### src/rtl/xyls_pkg.sv
// Shared types and constants for the XY vector line sampler.
// No dependencies; every other file of the block imports this package.
`timescale 1ns / 1ps

package xyls_pkg;

  localparam int COORD_W   = 16;
  localparam int CNT_W     = 7;
  localparam int SCALE_W   = 15;
  localparam int DIV_STEPS = COORD_W;
  localparam int STEP_W    = $clog2(DIV_STEPS);
  localparam int PROD_W    = 2 * COORD_W;
  localparam int FRAC_BITS = 13;

  localparam logic [CNT_W-1:0]   RST_SAMPLES = 7'd16;
  localparam logic [SCALE_W-1:0] RST_X_SCALE = 15'd30000;
  localparam logic [SCALE_W-1:0] RST_Y_SCALE = 15'd16000;

  typedef enum logic [1:0] {
    REG_SAMPLES = 2'd0,
    REG_X_SCALE = 2'd1,
    REG_Y_SCALE = 2'd2
  } reg_index_t;

  // One segment after the front end: start point and per-sample step as
  // quotient and remainder of |end - start| by the sample count.
  typedef struct packed {
    logic signed [COORD_W-1:0] x_start;
    logic signed [COORD_W-1:0] y_start;
    logic [COORD_W-1:0]        x_quot;
    logic [COORD_W-1:0]        y_quot;
    logic [CNT_W-1:0]          x_rem;
    logic [CNT_W-1:0]          y_rem;
    logic                      x_neg;
    logic                      y_neg;
  } xyls_seg_t;

  typedef struct packed {
    logic full;
    logic empty;
  } xyls_qstat_t;

endpackage

### src/rtl/xy_vector_line_sampler.sv
// XY vector line sampler, top level. Depends on xyls_pkg, xyls_front,
// xyls_queue and xyls_back.
// Segment rate: set by the front end's 16-step divider and by the back end, which
// emits one sample a cycle while out_stall is low, N samples per segment, N the
// effective sample count.
// Reset: synchronous, clears all handshake state and loads register defaults.
`timescale 1ns / 1ps

module xy_vector_line_sampler import xyls_pkg::*; #(
  parameter int MAX_SAMPLES_PER_LINE = 64
) (
  input  logic                      clk,
  input  logic                      rst,
  // configuration write port
  input  logic                      cfg_write,
  input  logic [1:0]                cfg_index,
  input  logic [SCALE_W-1:0]        cfg_data,
  // segment input
  input  logic                      in_valid,
  output logic                      in_stall,
  input  logic signed [COORD_W-1:0] x_start,
  input  logic signed [COORD_W-1:0] y_start,
  input  logic signed [COORD_W-1:0] x_end,
  input  logic signed [COORD_W-1:0] y_end,
  // sample output
  output logic                      out_valid,
  input  logic                      out_stall,
  output logic signed [COORD_W-1:0] x_sample,
  output logic signed [COORD_W-1:0] y_sample,
  output logic                      last_sample
);

  // Configuration registers; only written while the block is idle, a rule on the user not enforced here.
  logic [CNT_W-1:0]   run_length;
  logic [SCALE_W-1:0] x_scale;
  logic [SCALE_W-1:0] y_scale;
  logic [CNT_W-1:0]   samples_eff;

  xyls_seg_t   push_seg;
  xyls_seg_t   head;
  xyls_qstat_t qstat;
  logic        push;
  logic        pop;

  always_ff @(posedge clk) begin
    if (rst) begin
      run_length <= RST_SAMPLES;
      x_scale    <= RST_X_SCALE;
      y_scale    <= RST_Y_SCALE;
    end else if (cfg_write) begin
      case (cfg_index)
        REG_SAMPLES: run_length <= cfg_data[CNT_W-1:0];
        REG_X_SCALE: x_scale    <= cfg_data;
        REG_Y_SCALE: y_scale    <= cfg_data;
        default:     ; // drop writes beyond the register list
      endcase
    end
  end

  // Clamp the sample count: zero runs as a single sample, large counts
  // saturate to the maximum run length.
  always_comb begin
    if (run_length == '0) begin
      samples_eff = CNT_W'(1);
    end else if (run_length > CNT_W'(MAX_SAMPLES_PER_LINE)) begin
      samples_eff = CNT_W'(MAX_SAMPLES_PER_LINE);
    end else begin
      samples_eff = run_length;
    end
  end

  // Front end: take a segment, work out start point and per-sample step.
  xyls_front u_front (
    .clk      (clk),
    .rst      (rst),
    .in_valid (in_valid),
    .in_stall (in_stall),
    .x_start  (x_start),
    .y_start  (y_start),
    .x_end    (x_end),
    .y_end    (y_end),
    .samples  (samples_eff),
    .qstat    (qstat),
    .push     (push),
    .push_seg (push_seg)
  );

  // Hold up to two prepared segments so either side may stall alone.
  xyls_queue u_queue (
    .clk      (clk),
    .rst      (rst),
    .push     (push),
    .push_seg (push_seg),
    .pop      (pop),
    .head     (head),
    .qstat    (qstat)
  );

  // Back end: advance the run one sample a cycle while the output is not stalled, scale, saturate, register.
  xyls_back #(
    .MAX_SAMPLES_PER_LINE (MAX_SAMPLES_PER_LINE)
  ) u_back (
    .clk         (clk),
    .rst         (rst),
    .head        (head),
    .qstat       (qstat),
    .pop         (pop),
    .samples     (samples_eff),
    .x_scale     (x_scale),
    .y_scale     (y_scale),
    .out_valid   (out_valid),
    .out_stall   (out_stall),
    .x_sample    (x_sample),
    .y_sample    (y_sample),
    .last_sample (last_sample)
  );

  // The front end works on one item at a time: after an accept it stalls.
  a_accept_busy: assert property (@(posedge clk) disable iff (rst)
    (in_valid && !in_stall) |=> in_stall)
    else $error("front end accepted back-to-back items");

  // No sample comes out in the cycle after reset.
  a_reset_quiet: assert property (@(posedge clk)
    $past(rst) |-> !out_valid)
    else $error("sample valid right after reset");

  // Queue status flags are never both set.
  a_queue_flags: assert property (@(posedge clk) disable iff (rst)
    !(qstat.full && qstat.empty))
    else $error("queue full and empty at once");

  // A pop only happens with a segment waiting.
  a_pop_nonempty: assert property (@(posedge clk) disable iff (rst)
    pop |-> !qstat.empty)
    else $error("pop from empty queue");

endmodule

### src/rtl/xyls_front.sv
// Front end: accepts a segment and divides |end - start| by the sample count.
// Depends on xyls_pkg; feeds xyls_queue.
`timescale 1ns / 1ps

module xyls_front import xyls_pkg::*; (
  input  logic                      clk,
  input  logic                      rst,
  input  logic                      in_valid,
  output logic                      in_stall,
  input  logic signed [COORD_W-1:0] x_start,
  input  logic signed [COORD_W-1:0] y_start,
  input  logic signed [COORD_W-1:0] x_end,
  input  logic signed [COORD_W-1:0] y_end,
  input  logic [CNT_W-1:0]          samples,
  input  xyls_qstat_t               qstat,
  output logic                      push,
  output xyls_seg_t                 push_seg
);

  typedef enum logic [2:0] {
    F_IDLE = 3'b001,
    F_DIV  = 3'b010,
    F_PUSH = 3'b100
  } front_state_t;

  front_state_t              state;
  logic [STEP_W-1:0]         step;
  logic signed [COORD_W-1:0] x_start_r;
  logic signed [COORD_W-1:0] y_start_r;
  logic [COORD_W-1:0]        x_dvd;
  logic [COORD_W-1:0]        y_dvd;
  logic [CNT_W-1:0]          x_rem;
  logic [CNT_W-1:0]          y_rem;
  logic                      x_neg;
  logic                      y_neg;

  logic signed [COORD_W:0] x_diff;
  logic signed [COORD_W:0] y_diff;
  logic [COORD_W:0]        x_mag;
  logic [COORD_W:0]        y_mag;
  logic [CNT_W:0]          x_trial;
  logic [CNT_W:0]          y_trial;
  logic [CNT_W:0]          x_sub;
  logic [CNT_W:0]          y_sub;
  logic                    x_ge;
  logic                    y_ge;
  logic [CNT_W-1:0]        x_rem_next;
  logic [CNT_W-1:0]        y_rem_next;

  always_comb begin
    x_diff = {x_end[COORD_W-1], x_end} - {x_start[COORD_W-1], x_start};
    y_diff = {y_end[COORD_W-1], y_end} - {y_start[COORD_W-1], y_start};
    x_mag  = x_diff[COORD_W] ? -x_diff : x_diff;
    y_mag  = y_diff[COORD_W] ? -y_diff : y_diff;
  end

  // one restoring division step per cycle on each axis
  always_comb begin
    x_trial    = {x_rem, x_dvd[COORD_W-1]};
    y_trial    = {y_rem, y_dvd[COORD_W-1]};
    x_sub      = x_trial - {1'b0, samples};
    y_sub      = y_trial - {1'b0, samples};
    x_ge       = x_trial >= {1'b0, samples};
    y_ge       = y_trial >= {1'b0, samples};
    x_rem_next = x_ge ? x_sub[CNT_W-1:0] : x_trial[CNT_W-1:0];
    y_rem_next = y_ge ? y_sub[CNT_W-1:0] : y_trial[CNT_W-1:0];
  end

  assign in_stall = (state != F_IDLE);
  assign push     = (state == F_PUSH) && !qstat.full;

  always_comb begin
    push_seg.x_start = x_start_r;
    push_seg.y_start = y_start_r;
    push_seg.x_quot  = x_dvd;
    push_seg.y_quot  = y_dvd;
    push_seg.x_rem   = x_rem;
    push_seg.y_rem   = y_rem;
    push_seg.x_neg   = x_neg;
    push_seg.y_neg   = y_neg;
  end

  always_ff @(posedge clk) begin
    if (rst) begin
      state <= F_IDLE;
      step  <= '0;
    end else begin
      case (state)
        F_IDLE: begin
          if (in_valid) begin
            state <= F_DIV;
            step  <= '0;
          end
        end
        F_DIV: begin
          step <= step + 1'b1;
          if (step == STEP_W'(DIV_STEPS - 1)) state <= F_PUSH;
        end
        F_PUSH: begin
          if (!qstat.full) state <= F_IDLE;
        end
        default: state <= F_IDLE;
      endcase
    end
  end

  always_ff @(posedge clk) begin
    if (state == F_IDLE && in_valid) begin
      x_start_r <= x_start;
      y_start_r <= y_start;
      x_dvd     <= x_mag[COORD_W-1:0];
      y_dvd     <= y_mag[COORD_W-1:0];
      x_rem     <= '0;
      y_rem     <= '0;
      x_neg     <= x_diff[COORD_W];
      y_neg     <= y_diff[COORD_W];
    end else if (state == F_DIV) begin
      x_dvd <= {x_dvd[COORD_W-2:0], x_ge};
      y_dvd <= {y_dvd[COORD_W-2:0], y_ge};
      x_rem <= x_rem_next;
      y_rem <= y_rem_next;
    end
  end

endmodule

### src/rtl/xyls_queue.sv
// Two-entry segment queue between the front end and the sample generator.
// Depends on xyls_pkg.
`timescale 1ns / 1ps

module xyls_queue import xyls_pkg::*; (
  input  logic        clk,
  input  logic        rst,
  input  logic        push,
  input  xyls_seg_t   push_seg,
  input  logic        pop,
  output xyls_seg_t   head,
  output xyls_qstat_t qstat
);

  xyls_seg_t  ent [2];
  logic       wr_ptr;
  logic       rd_ptr;
  logic [1:0] count;
  logic       do_push;
  logic       do_pop;

  assign qstat.full  = (count == 2'd2);
  assign qstat.empty = (count == 2'd0);
  assign do_push     = push && !qstat.full;
  assign do_pop      = pop && !qstat.empty;
  assign head        = ent[rd_ptr];

  always_ff @(posedge clk) begin
    if (rst) begin
      wr_ptr <= 1'b0;
      rd_ptr <= 1'b0;
      count  <= 2'd0;
    end else begin
      if (do_push) wr_ptr <= ~wr_ptr;
      if (do_pop)  rd_ptr <= ~rd_ptr;
      case ({do_push, do_pop})
        2'b10:   count <= count + 2'd1;
        2'b01:   count <= count - 2'd1;
        default: count <= count;
      endcase
    end
  end

  always_ff @(posedge clk) begin
    if (do_push) ent[wr_ptr] <= push_seg;
  end

endmodule

### src/rtl/xyls_back.sv
// Back end: steps through the samples of a segment, scales and saturates them.
// Depends on xyls_pkg; takes segments from xyls_queue.
`timescale 1ns / 1ps

module xyls_back import xyls_pkg::*; #(
  parameter int MAX_SAMPLES_PER_LINE = 64
) (
  input  logic                      clk,
  input  logic                      rst,
  input  xyls_seg_t                 head,
  input  xyls_qstat_t               qstat,
  output logic                      pop,
  input  logic [CNT_W-1:0]          samples,
  input  logic [SCALE_W-1:0]        x_scale,
  input  logic [SCALE_W-1:0]        y_scale,
  output logic                      out_valid,
  input  logic                      out_stall,
  output logic signed [COORD_W-1:0] x_sample,
  output logic signed [COORD_W-1:0] y_sample,
  output logic                      last_sample
);

  localparam int IDX_W = (MAX_SAMPLES_PER_LINE > 1) ? $clog2(MAX_SAMPLES_PER_LINE) : 1;

  function automatic logic signed [COORD_W-1:0] scale_sat(
    input logic signed [PROD_W-1:0] prod
  );
    logic signed [PROD_W-1:0] adj;
    logic signed [PROD_W-1:0] shr;
    logic signed [COORD_W-1:0] res;
    adj = prod + (prod[PROD_W-1] ? PROD_W'((1 << FRAC_BITS) - 1) : '0);
    shr = adj >>> FRAC_BITS;
    if (shr > PROD_W'(32767)) begin
      res = 16'sh7fff;
    end else if (shr < -PROD_W'(32768)) begin
      res = 16'sh8000;
    end else begin
      res = shr[COORD_W-1:0];
    end
    return res;
  endfunction

  logic             active;
  xyls_seg_t        seg;
  logic [COORD_W-1:0] xq;
  logic [COORD_W-1:0] yq;
  logic [CNT_W-1:0] xr;
  logic [CNT_W-1:0] yr;
  logic [IDX_W-1:0] idx;

  logic                      a_valid;
  logic                      a_last;
  logic signed [COORD_W-1:0] a_x;
  logic signed [COORD_W-1:0] a_y;
  logic                      b_valid;
  logic                      b_last;
  logic signed [PROD_W-1:0]  b_x;
  logic signed [PROD_W-1:0]  b_y;

  logic                      adv;
  logic                      is_last;
  logic signed [COORD_W:0]   x_off;
  logic signed [COORD_W:0]   y_off;
  logic signed [COORD_W:0]   x_pos;
  logic signed [COORD_W:0]   y_pos;
  logic [CNT_W:0]            x_rsum;
  logic [CNT_W:0]            y_rsum;
  logic [CNT_W:0]            x_rsub;
  logic [CNT_W:0]            y_rsub;
  logic                      x_wrap;
  logic                      y_wrap;

  assign adv     = !out_valid || !out_stall;
  assign pop     = !active && !qstat.empty;
  assign is_last = (CNT_W'(idx) == samples - CNT_W'(1));

  always_comb begin
    x_off  = seg.x_neg ? -$signed({1'b0, xq}) : $signed({1'b0, xq});
    y_off  = seg.y_neg ? -$signed({1'b0, yq}) : $signed({1'b0, yq});
    x_pos  = $signed({seg.x_start[COORD_W-1], seg.x_start}) + x_off;
    y_pos  = $signed({seg.y_start[COORD_W-1], seg.y_start}) + y_off;
    x_rsum = {1'b0, xr} + {1'b0, seg.x_rem};
    y_rsum = {1'b0, yr} + {1'b0, seg.y_rem};
    x_rsub = x_rsum - {1'b0, samples};
    y_rsub = y_rsum - {1'b0, samples};
    x_wrap = x_rsum >= {1'b0, samples};
    y_wrap = y_rsum >= {1'b0, samples};
  end

  // control
  always_ff @(posedge clk) begin
    if (rst) begin
      active    <= 1'b0;
      a_valid   <= 1'b0;
      b_valid   <= 1'b0;
      out_valid <= 1'b0;
    end else begin
      if (pop) begin
        active <= 1'b1;
      end else if (adv && active && is_last) begin
        active <= 1'b0;
      end
      if (adv) begin
        a_valid   <= active;
        b_valid   <= a_valid;
        out_valid <= b_valid;
      end
    end
  end

  // step state and datapath
  always_ff @(posedge clk) begin
    if (pop) begin
      seg <= head;
      xq  <= '0;
      yq  <= '0;
      xr  <= '0;
      yr  <= '0;
      idx <= '0;
    end else if (adv && active) begin
      xq  <= xq + seg.x_quot + COORD_W'(x_wrap);
      yq  <= yq + seg.y_quot + COORD_W'(y_wrap);
      xr  <= x_wrap ? x_rsub[CNT_W-1:0] : x_rsum[CNT_W-1:0];
      yr  <= y_wrap ? y_rsub[CNT_W-1:0] : y_rsum[CNT_W-1:0];
      idx <= idx + 1'b1;
    end
    if (adv) begin
      a_x         <= x_pos[COORD_W-1:0];
      a_y         <= y_pos[COORD_W-1:0];
      a_last      <= is_last;
      b_x         <= a_x * $signed({1'b0, x_scale});
      b_y         <= a_y * $signed({1'b0, y_scale});
      b_last      <= a_last;
      x_sample    <= scale_sat(b_x);
      y_sample    <= scale_sat(b_y);
      last_sample <= b_last;
    end
  end

endmodule

### config.mk
export PLATFORM = sky130hd
export DESIGN_NAME = xy_vector_line_sampler
export DESIGN_NICKNAME = d
export VERILOG_FILES = /design/src/rtl/xyls_pkg.sv /design/src/rtl/xy_vector_line_sampler.sv /design/src/rtl/xyls_front.sv /design/src/rtl/xyls_queue.sv /design/src/rtl/xyls_back.sv
export SDC_FILE = /design/constraint.sdc
export NUM_CORES = 2
export LEC_CHECK = 0
export BUFFER_PORTS_ARGS = -buffer_cell sky130_fd_sc_hd__buf_2
export CAP_MARGIN = 20
export CORE_ASPECT_RATIO = 0.75
export CORE_MARGIN = 2
export CORE_UTILIZATION = 50
export CTS_CLUSTER_DIAMETER = 200
export DETAILED_ROUTE_END_ITERATION = 12
export PLACE_DENSITY = 0.73
export RECOVER_POWER = 50
export SLEW_MARGIN = 20
export SYNTH_ARGS = -nofsm -noshare
export SYNTH_HDL_FRONTEND = slang
export SYNTH_SLANG_ARGS = --single-unit
export TNS_END_PERCENT = 5
### constraint.sdc
create_clock -name clk -period 20.6 [get_ports clk]
set_input_delay 4.12 -clock clk [delete_from_list [all_inputs] [get_ports clk]]
set_output_delay 4.12 -clock clk [all_outputs]
set_load 0.05 [all_outputs]
==> flow_summary.json <==
{
  "outcome": "finished, violations left",
  "violations": "capacitance limit, slew limit",
  "pin_count": 121,
  "fillers": 7843,
  "area_delta_synth_final_pct": 8.085,
  "drtPass1Iterations": 5,
  "postCtsSetupBuffers": 0,
  "clock-sinks": 555,
  "worst-setup-path-type": "flip-flop to flip-flop",
  "yosys_most_used_dff": "edfxtp_1",
  "setup_tns_ns": 0,
  "cp.depth": 19,
  "max-clock-path-buffers": 3,
  "post_route_cells_drive_above_1_share_pct": 7.188,
  "vias": 29910,
  "r2r_slack_ns": 13.29,
  "io_buffers": 120,
  "ys_types": 83,
  "final_max_slew_viol_count": 358,
  "clock_latency_ns": 0.63,
  "clock_skew_ns": 0.02967,
  "crit_chain": "nand2_1 -> fa_1 -> fa_1 -> fa_1 -> fa_1 -> inv_1 -> fa_1 -> inv_1 -> fa_1 -> inv_1 -> ha_1 -> and3_1 -> a221oi_1 -> o22ai_1 -> o41ai_1 -> a31oi_1 -> a211o_1 -> a21oi_1 -> xnor2_1",
  "arrival_ns": 7.66,
  "maxCapViolations": 6,
  "grt_pass1_vias": 30040,
  "hold_viol": 0,
  "synth_area_leaders": "edfxtp_1 29%, fa_1 22%, ha_1 9.0%",
  "synth_common_cells": "667 x inv_1, 506 x fa_1, 465 x nand2_1",
  "synthArstFlopShare_pct": 0,
  "crit_family": "adder cells",
  "setup_viol": 0,
  "worst_path_max_delay_cell": "dfxtp_1",
  "yosysSeqAreaShare_pct": 33.83,
  "design_area_sq_um": 49480,
  "grt.total_usage_pct": 21.07,
  "critPathMaxStageDelay_ns": 0.79,
  "wirelength_um": 96590,
  "antenna_found_initial": 1,
  "finalCriticalPeriod_ns": 7.307,
  "synthesis.area_sq_um": 45780,
  "fp.dieArea_sq_um": 94020,
  "nets": 5310,
  "fp.dieH_um": 266.0,
  "start_util_pct": 50.28,
  "synth_most_common_cell": "inv_1",
  "grt_max_degree": 81,
  "synth-edff-count": 437,
  "cp-start-kind": "flip-flop",
  "rows": 96,
  "endpoint": "u_back.b_y[31]$_DFFE_PN_",
  "hpwl_um": 74270,
  "placed_area_sq_um": 47580,
  "r2r_start": "y_scale[1]$_SDFFE_PP0P_",
  "fin_crit_sh_pct": 35.47,
  "die_w_um": 353.4,
  "maxSlewHeadroom_pct": -214.1,
  "synth_top_area_cell": "edfxtp_1",
  "ant_nets": 0,
  "synthCells": 4325,
  "clock_tree.root_cell": "clkbuf_16",
  "wl_per_cell_um": 17.06,
  "cts_tree": "yes",
  "hold_buffers": 0,
  "htreeDepth": 2,
  "worstPathRequired_ns": 20.96,
  "grt_overflow": 0,
  "yosysWarnings": 0,
  "first_iter_violations": 2104,
  "cp_max_fo": 17,
  "hold_path.class": "flip-flop to flip-flop",
  "ys_seq_elements": 555,
  "end_kind": "flip-flop",
  "r2r_end": "u_back.b_y[31]$_DFFE_PN_",
  "drcViolationCount": 0,
  "rr_worst_depth": 19,
  "synth_fp_nets": 5245,
  "worstMarginPinSlew_ns": 4.711,
  "cpMostUsedCell": "fa_1",
  "synth_top_area_share_pct": 28.67,
  "cts_resized": 0,
  "cp_num_buf_inv": 3,
  "via_per_inst": 5.281,
  "path_clk_slew_ns": 0.06,
  "grt_pass1_wl_um": 159900,
  "gp_congestion": 0.9212,
  "cts_buffers": 56,
  "startpoint": "y_scale[1]$_SDFFE_PP0P_",
  "post-place-cells": 5557,
  "synth.avg_cell_area_sq_um": 10.58,
  "rsz0062_at_grt": "false",
  "core_area_sq_um": 91050,
  "diodes": 0,
  "stdcell_count": 5663,
  "fmax_mhz": 136.9
}
## worst reg2reg max path, delay by kind of cell, from the launching register on
| family | cells | cell delay [ns] |
|---|---|---|
| buffers and inverters | 3 | 0.15 |
| AO/OA/AOI/OAI | 6 | 2.17 |
| adder cells (fa/ha/maj) | 7 | 3.42 |
| AND/OR/NAND/NOR | 2 | 0.42 |
| flip-flops | 1 | 0.79 |
| XOR/XNOR | 1 | 0.09 |
## cells in the final DEF (no fill, tap or decap), types with 118 or more instances in the layout
master / n
nor2_1: 138
ha_1: 328
inv_1: 666
fa_1: 506
xnor2_1: 179
nand2_1: 463
and2_1: 250
dfxtp_1: 118
edfxtp_1: 437
a21oi_1: 203
buf_2: 120
o21ai_0: 162
## state kept, by name (all words and copies together), names as in the netlist, 32 cells and up
signal / flops
u_back.b_x: 32
u_queue.ent: 160
u_back.b_y: 32
u_back.seg: 80
## metrics by stage
| stage | worst slack (ns) | hold WS [ns] | utilization [%] |
|---|---|---|---|
| floorplan | 12.21 | 0.4003 | - |
| global route | 12.75 | 0.4293 | 54.35 |
| global placement | 13.25 | 0.4028 | 52.26 |
| detailed placement | 13.18 | 0.4057 | 52.26 |
| finish | 13.29 | 0.4193 | 54.35 |
| CTS | 13.39 | 0.4203 | 54.37 |
## cell families (layout without fill, tap and decap cells)
| logic type | after synthesis | after routing | synth area share [%] |
|---|---|---|---|
| xor+xnor | 272 | 272 | 5.204 |
| buf+inv | 797 | 910 | 6.546 |
| mux | 104 | 104 | 2.495 |
| compound gates | 632 | 632 | 8.702 |
| fa+ha+maj | 834 | 834 | 31.09 |
| flops | 555 | 555 | 33.83 |
| simple gates | 1131 | 1131 | 12.14 |
## worst min-delay path by stage
| stage | from | endpoint | slack [ns] | cells past startpoint |
|---|---|---|---|---|
| after floorplan | u_back.a_last$_DFFE_PN_ | u_back.b_last$_DFFE_PN_ | 0.40 | 0 |
| after global placement | u_back.b_last$_DFFE_PN_ | u_back.last_sample$_DFFE_PN_ | 0.40 | 0 |
| after global routing | u_back.b_last$_DFFE_PN_ | u_back.last_sample$_DFFE_PN_ | 0.43 | 0 |
| final | u_back.b_last$_DFFE_PN_ | u_back.last_sample$_DFFE_PN_ | 0.42 | 0 |
| after CTS | u_back.b_last$_DFFE_PN_ | u_back.last_sample$_DFFE_PN_ | 0.42 | 0 |
| after detailed placement | u_back.b_last$_DFFE_PN_ | u_back.last_sample$_DFFE_PN_ | 0.41 | 0 |
## layer usage
layer,track usage (%),vias up,share of wire (%)
met5,0,-,0
met4,3.393,0,1.2
met3,6.116,90,9.6
met2,29.92,949,40
met1,32.28,14480,49
li1,-,14390,-
## final cells by class
cell class | instances | area (sq um) | share of cell area (%)
tap | 1225 | 1533 | 3.098
multi-input combinational | 2973 | 27330 | 55.23
sequential | 555 | 15480 | 31.30
clock inverter | 34 | 342.8 | 0.6929
clock buffer | 72 | 1579 | 3.191
timing repair buffer | 135 | 698.2 | 1.411
inverter | 669 | 2512 | 5.078
Power is not shown: default switching activity piles up to over one toggle a cycle in this logic, so the estimate is an artifact.
